==> src/skaf_pkg.sv <==
// ============================================================================
// skaf_pkg : shared types and constants of the altitude Kalman filter
// Phase tuning tables, fixed-point limits, sequencer states and the bit
// layout of the result transfer.
// ============================================================================
package skaf_pkg;

    // Request kinds carried in the slave-side tuser.
    typedef enum logic [1:0] {
        REQ_PREDICT = 2'd0,
        REQ_UPDATE  = 2'd1,
        REQ_RESET   = 2'd2,
        REQ_PHASE   = 2'd3
    } t_req;

    // Sequencer states, one-hot.
    typedef enum logic [7:0] {
        ST_IDLE  = 8'b0000_0001,
        ST_EXEC  = 8'b0000_0010,
        ST_MULPR = 8'b0000_0100,
        ST_DIVK  = 8'b0000_1000,
        ST_MULC  = 8'b0001_0000,
        ST_DIVP  = 8'b0010_0000,
        ST_WB    = 8'b0100_0000,
        ST_DONE  = 8'b1000_0000
    } t_state;

    // Fixed-point limits (altitude Q20.12, variance Q16.16).
    localparam logic signed [31:0] ALT_FLOOR_GATE   = -32'sd4096000;
    localparam logic signed [31:0] ALT_FLOOR_HEALTH = -32'sd8192000;
    localparam logic [31:0]        VAR_RESET        = 32'd6553600;
    localparam logic [31:0]        VAR_FLOOR        = 32'd655;
    localparam logic [7:0]         FAIL_LIMIT       = 8'd10;
    localparam logic [30:0]        MAX_ALT_RESET    = 31'd122880000;
    localparam logic [31:0]        MAX_VAR_RESET    = 32'd655360000;

    // Quotient bits produced by the shared restoring divider.
    localparam int DIV_STEPS = 24;

    // Configuration register indexes.
    localparam logic CFG_MAX_ALT = 1'b0;
    localparam logic CFG_MAX_VAR = 1'b1;

    // Result tdata layout.
    localparam int OUT_ACC_LSB  = 0;
    localparam int OUT_ALT_LSB  = 1;
    localparam int OUT_VAR_LSB  = 33;
    localparam int OUT_FAIL_LSB = 65;
    localparam int OUT_HLT_LSB  = 73;
    localparam int OUT_WIDTH    = 80;

    // Process noise Q per phase, Q16.16.
    function automatic logic [18:0] phase_q(input logic [1:0] ph);
        logic [18:0] q;
        case (ph)
            2'd0:    q = 19'd6554;
            2'd1:    q = 19'd327680;
            2'd2:    q = 19'd65536;
            default: q = 19'd196608;
        endcase
        return q;
    endfunction

    // Measurement noise R per phase, Q16.16.
    function automatic logic [18:0] phase_r(input logic [1:0] ph);
        logic [18:0] r;
        case (ph)
            2'd0:    r = 19'd131072;
            2'd1:    r = 19'd327680;
            2'd2:    r = 19'd196608;
            default: r = 19'd262144;
        endcase
        return r;
    endfunction

    // Jump limit per phase, Q20.12 metres.
    function automatic logic [18:0] phase_jump(input logic [1:0] ph);
        logic [18:0] j;
        case (ph)
            2'd0:    j = 19'd81920;
            2'd1:    j = 19'd409600;
            2'd2:    j = 19'd204800;
            default: j = 19'd307200;
        endcase
        return j;
    endfunction

endpackage

==> src/scalar_kalman_altitude_filter.sv <==
// ============================================================================
// scalar_kalman_altitude_filter : scalar Kalman altitude estimator
// Keeps an altitude estimate and its variance, gates measurements by range
// and jump size, and runs the scalar update on one shared multiplier and
// one shared restoring divider under a small sequencer.
// ============================================================================
//
//  Channel   Direction  Handshake                 Payload
//  --------  ---------  ------------------------  --------------------------------
//  s stream  in         i_s_tvalid / o_s_tready   tuser: req_type; tdata: value,
//                                                 has_initial, phase
//  m stream  out        o_m_tvalid / i_m_tready   tdata: accepted, altitude,
//                                                 variance, failure count, healthy
//  cfg       in         i_cfg_we (no wait)        i_cfg_idx, i_cfg_wdata
//
// A predict, reset or phase transfer runs through the execute state to a
// loaded result register, and so does a rejected measurement. A measurement
// that passes the gate first runs the two 24-step divisions (gain, then new
// variance), one quotient bit per cycle on the shared divider. The input is
// ready only while the sequencer is idle; a finished result may wait in the
// output register while the next item is taken, and the sequencer holds in
// its final state only if that register is still full.
// Reset is synchronous and active low; it restores the filter state and the
// two limit registers.
module scalar_kalman_altitude_filter (
    input  logic        i_clk,
    input  logic        i_rst_n,
    // Slave side.
    input  logic        i_s_tvalid,
    output logic        o_s_tready,
    input  logic [1:0]  i_s_tuser,   // [1:0] req_type
    input  logic [39:0] i_s_tdata,   // [31:0] value, [32] has_initial,
                                     // [34:33] phase, [39:35] zero
    // Master side.
    output logic        o_m_tvalid,
    input  logic        i_m_tready,
    output logic [79:0] o_m_tdata,   // [0] accepted, [32:1] filtered_altitude,
                                     // [64:33] variance, [72:65] failure_count,
                                     // [73] healthy, [79:74] zero
    // Configuration writes.
    input  logic        i_cfg_we,
    input  logic        i_cfg_idx,
    input  logic [31:0] i_cfg_wdata
);

    skaf_pkg::t_state r_state, n_state;

    // Captured request.
    skaf_pkg::t_req     r_req;
    logic signed [31:0] r_val;
    logic               r_init;
    logic [1:0]         r_ph;

    // Limit registers.
    logic [30:0] r_max_alt;
    logic [31:0] r_max_var;

    // Filter state.
    logic signed [31:0] r_alt;
    logic [31:0]        r_var;
    logic signed [31:0] r_last;
    logic [7:0]         r_fail;
    logic [1:0]         r_phase;
    logic               r_seen;
    logic               r_acc;

    // Update working registers.
    logic [32:0]        r_s;       // P + R
    logic signed [32:0] r_y;       // innovation
    logic [31:0]        r_mag;     // |innovation|
    logic [51:0]        r_num2;    // P*R + S/2
    logic [31:0]        r_corr;    // rounded |y|*K
    logic [32:0]        r_rem;     // divider partial remainder
    logic [23:0]        r_dlo;     // dividend low bits, then quotient
    logic [4:0]         r_cnt;

    // Result register.
    logic                               r_out_valid;
    logic [skaf_pkg::OUT_WIDTH-1:0]     r_out_data;

    logic        w_in_xfer;
    logic        w_out_load;
    logic [18:0] w_q, w_r, w_jump;

    assign w_q    = skaf_pkg::phase_q(r_phase);
    assign w_r    = skaf_pkg::phase_r(r_phase);
    assign w_jump = skaf_pkg::phase_jump(r_phase);

    assign o_s_tready = (r_state == skaf_pkg::ST_IDLE);
    assign w_in_xfer  = i_s_tvalid && o_s_tready;
    assign w_out_load = (r_state == skaf_pkg::ST_DONE) && (!r_out_valid || i_m_tready);

    // Measurement gate: range check, then jump check once anything was accepted.
    logic               w_below, w_above, w_jump_bad, w_gate_ok;
    logic signed [32:0] w_diff, w_jump_s;
    assign w_below    = r_val < skaf_pkg::ALT_FLOOR_GATE;
    assign w_above    = r_val > $signed({1'b0, r_max_alt});
    assign w_diff     = $signed({r_val[31], r_val}) - $signed({r_last[31], r_last});
    assign w_jump_s   = $signed({14'd0, w_jump});
    assign w_jump_bad = r_seen && ((w_diff > w_jump_s) || (w_diff < -w_jump_s));
    assign w_gate_ok  = !w_below && !w_above && !w_jump_bad;

    // Predict: variance plus Q, saturating.
    logic [32:0] w_var_pred;
    assign w_var_pred = {1'b0, r_var} + {14'd0, w_q};

    // Shared multiplier: P*R in ST_MULPR, |y|*K otherwise.
    logic [31:0] w_mul_a;
    logic [23:0] w_mul_b;
    logic [55:0] w_prod, w_corr_sum;
    always_comb begin
        if (r_state == skaf_pkg::ST_MULPR) begin
            w_mul_a = r_var;
            w_mul_b = {5'd0, w_r};
        end else begin
            w_mul_a = r_mag;
            w_mul_b = r_dlo;
        end
    end
    assign w_prod     = {24'd0, w_mul_a} * {32'd0, w_mul_b};
    assign w_corr_sum = w_prod + 56'h80_0000;

    // Gain dividend: (P << 24) + S/2.
    logic [56:0] w_num_k;
    assign w_num_k = {1'b0, r_var, 24'd0} + {25'd0, r_s[32:1]};

    // Shared restoring divider step against S.
    logic [33:0] w_rem_sh;
    logic [34:0] w_sub;
    logic        w_ge;
    assign w_rem_sh = {r_rem, r_dlo[23]};
    assign w_sub    = {1'b0, w_rem_sh} - {2'b00, r_s};
    assign w_ge     = !w_sub[34];

    logic w_div_last;
    assign w_div_last = (r_cnt == 5'(skaf_pkg::DIV_STEPS - 1));

    // Write-back: estimate plus signed correction, saturated to 32 bits.
    logic signed [33:0] w_na;
    logic signed [31:0] w_na_sat;
    always_comb begin
        if (r_y[32]) begin
            w_na = $signed({{2{r_alt[31]}}, r_alt}) - $signed({2'b00, r_corr});
        end else begin
            w_na = $signed({{2{r_alt[31]}}, r_alt}) + $signed({2'b00, r_corr});
        end
        if (w_na > 34'sd2147483647) begin
            w_na_sat = 32'sh7FFF_FFFF;
        end else if (w_na < -34'sd2147483648) begin
            w_na_sat = 32'sh8000_0000;
        end else begin
            w_na_sat = w_na[31:0];
        end
    end

    // Health of the current state.
    logic w_healthy;
    assign w_healthy = (r_fail <= skaf_pkg::FAIL_LIMIT) && (r_var != 32'd0) &&
                       (r_var <= r_max_var) && (r_alt >= skaf_pkg::ALT_FLOOR_HEALTH) &&
                       (r_alt <= $signed({1'b0, r_max_alt}));

    // Sequencer.
    always_comb begin
        n_state = r_state;
        unique case (r_state)
            skaf_pkg::ST_IDLE: begin
                if (w_in_xfer) n_state = skaf_pkg::ST_EXEC;
            end
            skaf_pkg::ST_EXEC: begin
                if (r_req == skaf_pkg::REQ_UPDATE && w_gate_ok) begin
                    n_state = skaf_pkg::ST_MULPR;
                end else begin
                    n_state = skaf_pkg::ST_DONE;
                end
            end
            skaf_pkg::ST_MULPR: n_state = skaf_pkg::ST_DIVK;
            skaf_pkg::ST_DIVK: begin
                if (w_div_last) n_state = skaf_pkg::ST_MULC;
            end
            skaf_pkg::ST_MULC: n_state = skaf_pkg::ST_DIVP;
            skaf_pkg::ST_DIVP: begin
                if (w_div_last) n_state = skaf_pkg::ST_WB;
            end
            skaf_pkg::ST_WB: n_state = skaf_pkg::ST_DONE;
            skaf_pkg::ST_DONE: begin
                if (w_out_load) n_state = skaf_pkg::ST_IDLE;
            end
            default: n_state = skaf_pkg::ST_IDLE;
        endcase
    end

    always_ff @(posedge i_clk) begin
        if (!i_rst_n) begin
            r_state     <= skaf_pkg::ST_IDLE;
            r_out_valid <= 1'b0;
            r_max_alt   <= skaf_pkg::MAX_ALT_RESET;
            r_max_var   <= skaf_pkg::MAX_VAR_RESET;
            r_alt       <= '0;
            r_var       <= skaf_pkg::VAR_RESET;
            r_last      <= '0;
            r_fail      <= '0;
            r_phase     <= '0;
            r_seen      <= 1'b0;
            r_acc       <= 1'b0;
            r_cnt       <= '0;
        end else begin
            r_state <= n_state;

            if (i_cfg_we) begin
                unique case (i_cfg_idx)
                    skaf_pkg::CFG_MAX_ALT: r_max_alt <= i_cfg_wdata[30:0];
                    skaf_pkg::CFG_MAX_VAR: r_max_var <= i_cfg_wdata;
                    default: ;
                endcase
            end

            if (w_in_xfer) begin
                r_req  <= skaf_pkg::t_req'(i_s_tuser);
                r_val  <= $signed(i_s_tdata[31:0]);
                r_init <= i_s_tdata[32];
                r_ph   <= i_s_tdata[34:33];
            end

            unique case (r_state)
                skaf_pkg::ST_EXEC: begin
                    r_acc <= 1'b0;
                    unique case (r_req)
                        skaf_pkg::REQ_PREDICT: begin
                            r_var <= w_var_pred[32] ? 32'hFFFF_FFFF : w_var_pred[31:0];
                        end
                        skaf_pkg::REQ_UPDATE: begin
                            if (w_gate_ok) begin
                                r_s <= {1'b0, r_var} + {14'd0, w_r};
                                r_y <= $signed({r_val[31], r_val}) -
                                       $signed({r_alt[31], r_alt});
                            end else if (r_fail != 8'hFF) begin
                                r_fail <= r_fail + 8'd1;
                            end
                        end
                        skaf_pkg::REQ_RESET: begin
                            r_alt   <= r_init ? r_val : 32'sd0;
                            r_last  <= r_init ? r_val : 32'sd0;
                            r_var   <= skaf_pkg::VAR_RESET;
                            r_phase <= '0;
                            r_fail  <= '0;
                        end
                        skaf_pkg::REQ_PHASE: r_phase <= r_ph;
                        default: ;
                    endcase
                end
                skaf_pkg::ST_MULPR: begin
                    r_mag  <= r_y[32] ? 32'(-r_y) : r_y[31:0];
                    r_num2 <= w_prod[51:0] + {20'd0, r_s[32:1]};
                    r_rem  <= w_num_k[56:24];
                    r_dlo  <= w_num_k[23:0];
                    r_cnt  <= '0;
                end
                skaf_pkg::ST_DIVK, skaf_pkg::ST_DIVP: begin
                    r_rem <= w_ge ? w_sub[32:0] : w_rem_sh[32:0];
                    r_dlo <= {r_dlo[22:0], w_ge};
                    r_cnt <= r_cnt + 5'd1;
                end
                skaf_pkg::ST_MULC: begin
                    // r_dlo holds the gain here; it is replaced by the next dividend.
                    r_corr <= w_corr_sum[55:24];
                    r_rem  <= {5'd0, r_num2[51:24]};
                    r_dlo  <= r_num2[23:0];
                    r_cnt  <= '0;
                end
                skaf_pkg::ST_WB: begin
                    r_alt  <= w_na_sat;
                    r_var  <= ({8'd0, r_dlo} < skaf_pkg::VAR_FLOOR) ?
                              skaf_pkg::VAR_FLOOR : {8'd0, r_dlo};
                    r_last <= r_val;
                    r_fail <= '0;
                    r_seen <= 1'b1;
                    r_acc  <= 1'b1;
                end
                default: ;
            endcase

            if (w_out_load) begin
                r_out_valid <= 1'b1;
            end else if (i_m_tready) begin
                r_out_valid <= 1'b0;
            end
        end
    end

    // Result payload; no reset needed.
    always_ff @(posedge i_clk) begin
        if (w_out_load) begin
            r_out_data <= {6'd0, w_healthy, r_fail, r_var, r_alt, r_acc};
        end
    end

    assign o_m_tvalid = r_out_valid;
    assign o_m_tdata  = r_out_data;

endmodule

==> config.mk <==
export PLATFORM = sky130hd
export DESIGN_NAME = scalar_kalman_altitude_filter
export DESIGN_NICKNAME = d
export VERILOG_FILES = /design/src/skaf_pkg.sv /design/src/scalar_kalman_altitude_filter.sv
export SDC_FILE = /design/constraint.sdc
export NUM_CORES = 2
export LEC_CHECK = 0
export BUFFER_PORTS_ARGS = -buffer_cell sky130_fd_sc_hd__buf_2
export CAP_MARGIN = 20
export CORE_MARGIN = 8
export CORE_UTILIZATION = 55
export CTS_BUF_LIST = sky130_fd_sc_hd__clkbuf_16
export CTS_CLUSTER_SIZE = 40
export DETAILED_ROUTE_END_ITERATION = 16
export GPL_TIMING_DRIVEN = 0
export PLACE_DENSITY_LB_ADDON = 0.3
export SETUP_SLACK_MARGIN = 0.5
export SKIP_LAST_GASP = 1
export SLEW_MARGIN = 20
export SYNTH_ARGS = -nofsm -noshare
export SYNTH_HDL_FRONTEND = slang
export SYNTH_SLANG_ARGS = --single-unit
export TNS_END_PERCENT = 30
==> constraint.sdc <==
create_clock -name i_clk -period 17.4 [get_ports i_clk]
set_input_delay 4.35 -clock i_clk [delete_from_list [all_inputs] [get_ports i_clk]]
set_output_delay 4.35 -clock i_clk [all_outputs]
set_load 0.005 [all_outputs]
==> out/qor.txt <==
Startpoint class of the critical path: register
Vias in the first global route: 51620
Initial antenna violation count: 16
Global route total overflow: 0
Wire per inst: 26.68 um
Slew HR: 11.48%
Synthesized cell area: 60340 um2
Cell occurring most often along the worst timing path: fa_1
Area of the die: 120600 um2
Final nets: 8084
Buffers and inverters on the worst path: 8
Final ANT Viol Nets: 0
Count of yosys warnings during synthesis: 0
Required time reported for the critical path endpoint: 17.79 ns
Worst Setup End Kind: register
Overall track demand over capacity in global routing: 35.99%
Data arrival time of the worst path: 13.19 ns
Total power density per cell area: 44.58 nW/um2
FFs w/ async S/R, synth: 0%
HPWL after detailed placement: 179000 um
Hold/Removal Path Class: reg2reg
Largest net degree at the start of global routing: 31
Maximum clock rate: 78.13 MHz
Routability Congestion: 1.096
Largest fanout on the critical path: 11
First-pass DRT Iterations: 7
Count of fill cells added during filler insertion: 9419
Clock root buffer master: clkbuf_16
Die Span X: 347.2 um
Final Power: 0.002909 W
Min cycle time layout: 12.80 ns
Least-Margin Pin Slew: 1.316 ns
Vias per inst: 6.252
Leakage Power: 29.64 nW
Max Slew Vio Count: 0
Class of the most critical setup path: reg2reg
TritonCTS clock tree: built
Final routed DRC violation total: 0
Slowest cell on the critical path: o31ai_1
Count of cell types in the netlist: 101
Floorplan row count: 121
Chip Height: 347.2 um
Global-route wire length before repair: 328200 um
Final worst slack: 4.602 ns
# H-tree levels: 2
Clock slew at reported path FFs: 0.07 ns
Number of I/O port buffers: 149
Final total negative setup slack: 0 ns
Final setup fails: 0
Portion of the clock cycle consumed by the worst path in the final layout: 73.55%
Clock buffer count from CTS: 57
Core area: 108900 um2
Delay of the slowest cell on the worst path: 0.85 ns
Via count: 52040
Flip-flop cell with the highest count after synthesis: edfxtp_1
Seq/Total Area, Yosys: 23.56%
Share of final-layout standard cells stronger than drive strength 1: 6.651%
Per-instance average area after synthesis: 9.111 um2
Hold Vio Cnt, Final: 0
Leading area contributor after synthesis: fa_1
Hold_ws: 0.4507 ns
TritonCTS Sinks: 535
Number of flops mapped to enable cells by yosys: 350
Post-cts sizing count: 0
Final routed wirelength across all metal layers: 222100 um
Status: complete, no violations
Max capacitance violation total: 0
Effective utilization at floorplan: 55.43%
Post-CTS setup repair buffer count: 0
Clock insertion delay at the later pin of the skew report: 0.66 ns
Maximum VDD drop: 0.07590 mV
FF+latch count, synth: 535
Unrepaired setup endpoints after global routing: no
Area grow syn2layout: 8.137%
Hold_buf cts: 0
Number of I/O pins: 162
Synth top area share: 22.06%
Number of buffers between clock root and the deepest sink: 3
CP delay by family, top: adder cells
Top cells by area, synth: fa_1 22%, edfxtp_1 17%, ha_1 10%
Final Skew: 0.08766 ns
DRC marker count from the first detailed-route iteration: 6455
Count of mapped cells out of synthesis: 6623
Post-place setup slack: 5.287 ns
cell type report:
type	count	area (um2)	share of cell area, %
sequential	535	14210	21.78
tap	1414	1769	2.711
timing repair buffer	165	1115	1.709
clock buffer	57	1426	2.186
inverter	986	3701	5.672
multi-input combinational	4754	41110	63.00
antenna	9	22.52	0.03452
buffer	353	1406	2.155
clock inverter	51	488.0	0.7479
synth_stat cells (all sizes together) (36+ instances only):
master / number
a31oi: 39
inv: 986
a21o: 122
nor2: 258
o21ai: 231
nand3: 130
and3: 397
nand2: 673
and2: 39
edfxtp: 350
dfxtp: 185
fa: 665
xor2: 105
or2: 100
o211ai: 36
ha: 487
o21a: 47
a21oi: 369
clkbuf: 327
nor3: 86
mux2i: 61
a22oi: 78
nand2b: 46
nor2b: 38
xnor2: 248
a221oi: 37
nand4: 76
tightest hold or removal path, delay by kind of cell (launching register included):
| family | cells | cell delay [ns] |
|---|---|---|
| flops | 1 | 0.31 |
| simple gates | 1 | 0.05 |
| compound gates | 1 | 0.05 |
final timing paths:
path	to	start	slack, ns	cells past startpoint
max	r_num2[49]$_DFFE_PP_	r_state[5]$_SDFFE_PN0P_	4.60	35
min	r_last[21]$_SDFFE_PN0P_	r_last[21]$_SDFFE_PN0P_	0.45	2
max reg2reg	r_num2[49]$_DFFE_PP_	r_state[5]$_SDFFE_PN0P_	4.60	35
min reg2reg	r_last[21]$_SDFFE_PN0P_	r_last[21]$_SDFFE_PN0P_	0.45	2
cells in the final DEF (no fill, tap or decap), types with 185 or more instances in the layout:
cell type / netlist / layout
inv_1: 985 / 995
nand2_1: 673 / 673
fa_1: 665 / 665
ha_1: 487 / 487
and3_1: 397 / 396
a21oi_1: 366 / 364
edfxtp_1: 350 / 350
clkbuf_1: 326 / 317
nor2_1: 257 / 254
xnor2_1: 247 / 247
o21ai_0: 220 / 220
dfxtp_1: 185 / 185
metrics by stage:
stage          area, um2  std cells  utilization, %
6_report           65250       8324           59.94
5_1_grt            65230       8315           59.92
4_1_cts            65230       8315           59.92
3_5_place_dp       63310       8207           58.16
3_3_place_gp       62870       8191           57.76
2_1_floorplan      60360       6628               -
routing by layer:
metal	up-vias	global-route usage, %	wire [um]
li1	22790	-	-
met3	731	7.705	24060
met5	-	0	46
met1	25370	44.44	79820
met4	8	23.85	18830
met2	3146	56.88	99320
flip-flops by register name (all words and copies together), names as in the netlist, 2 cells and up:
register / flops
r_num2: 52
r_val: 32
r_ph: 2
r_s: 33
r_corr: 32
r_cnt: 5
r_var: 32
r_max_var: 32
r_y: 33
r_fail: 8
r_last: 32
r_phase: 2
r_state: 8
r_rem: 33
r_req: 2
r_mag: 32
r_max_alt: 31
r_dlo: 24
o_m_tdata: 74
r_alt: 32
report_power, final:
part / switching [W] / internal (W)
registers: 0.0000195 / 0.00136
clock network: 0.000552 / 0.000706
logic: 0.000170 / 0.000101
total: 0.000741 / 0.00217
cell families (layout without fill, tap and decap cells):
logic type	count (synthesis)	after routing	synth area share, %
and+or+nand+nor	1994	1994	16.68
buffers and inverters	1339	1612	8.446
AOI/OAI and AO/OA	1185	1185	12.93
adders and majority gates	1152	1152	32.16
DFF	535	535	23.56
xor gates and xnor gates	353	353	5.149
muxes	64	64	1.068
other	1	15	0.006215
(Power assumes the default switching activity.)
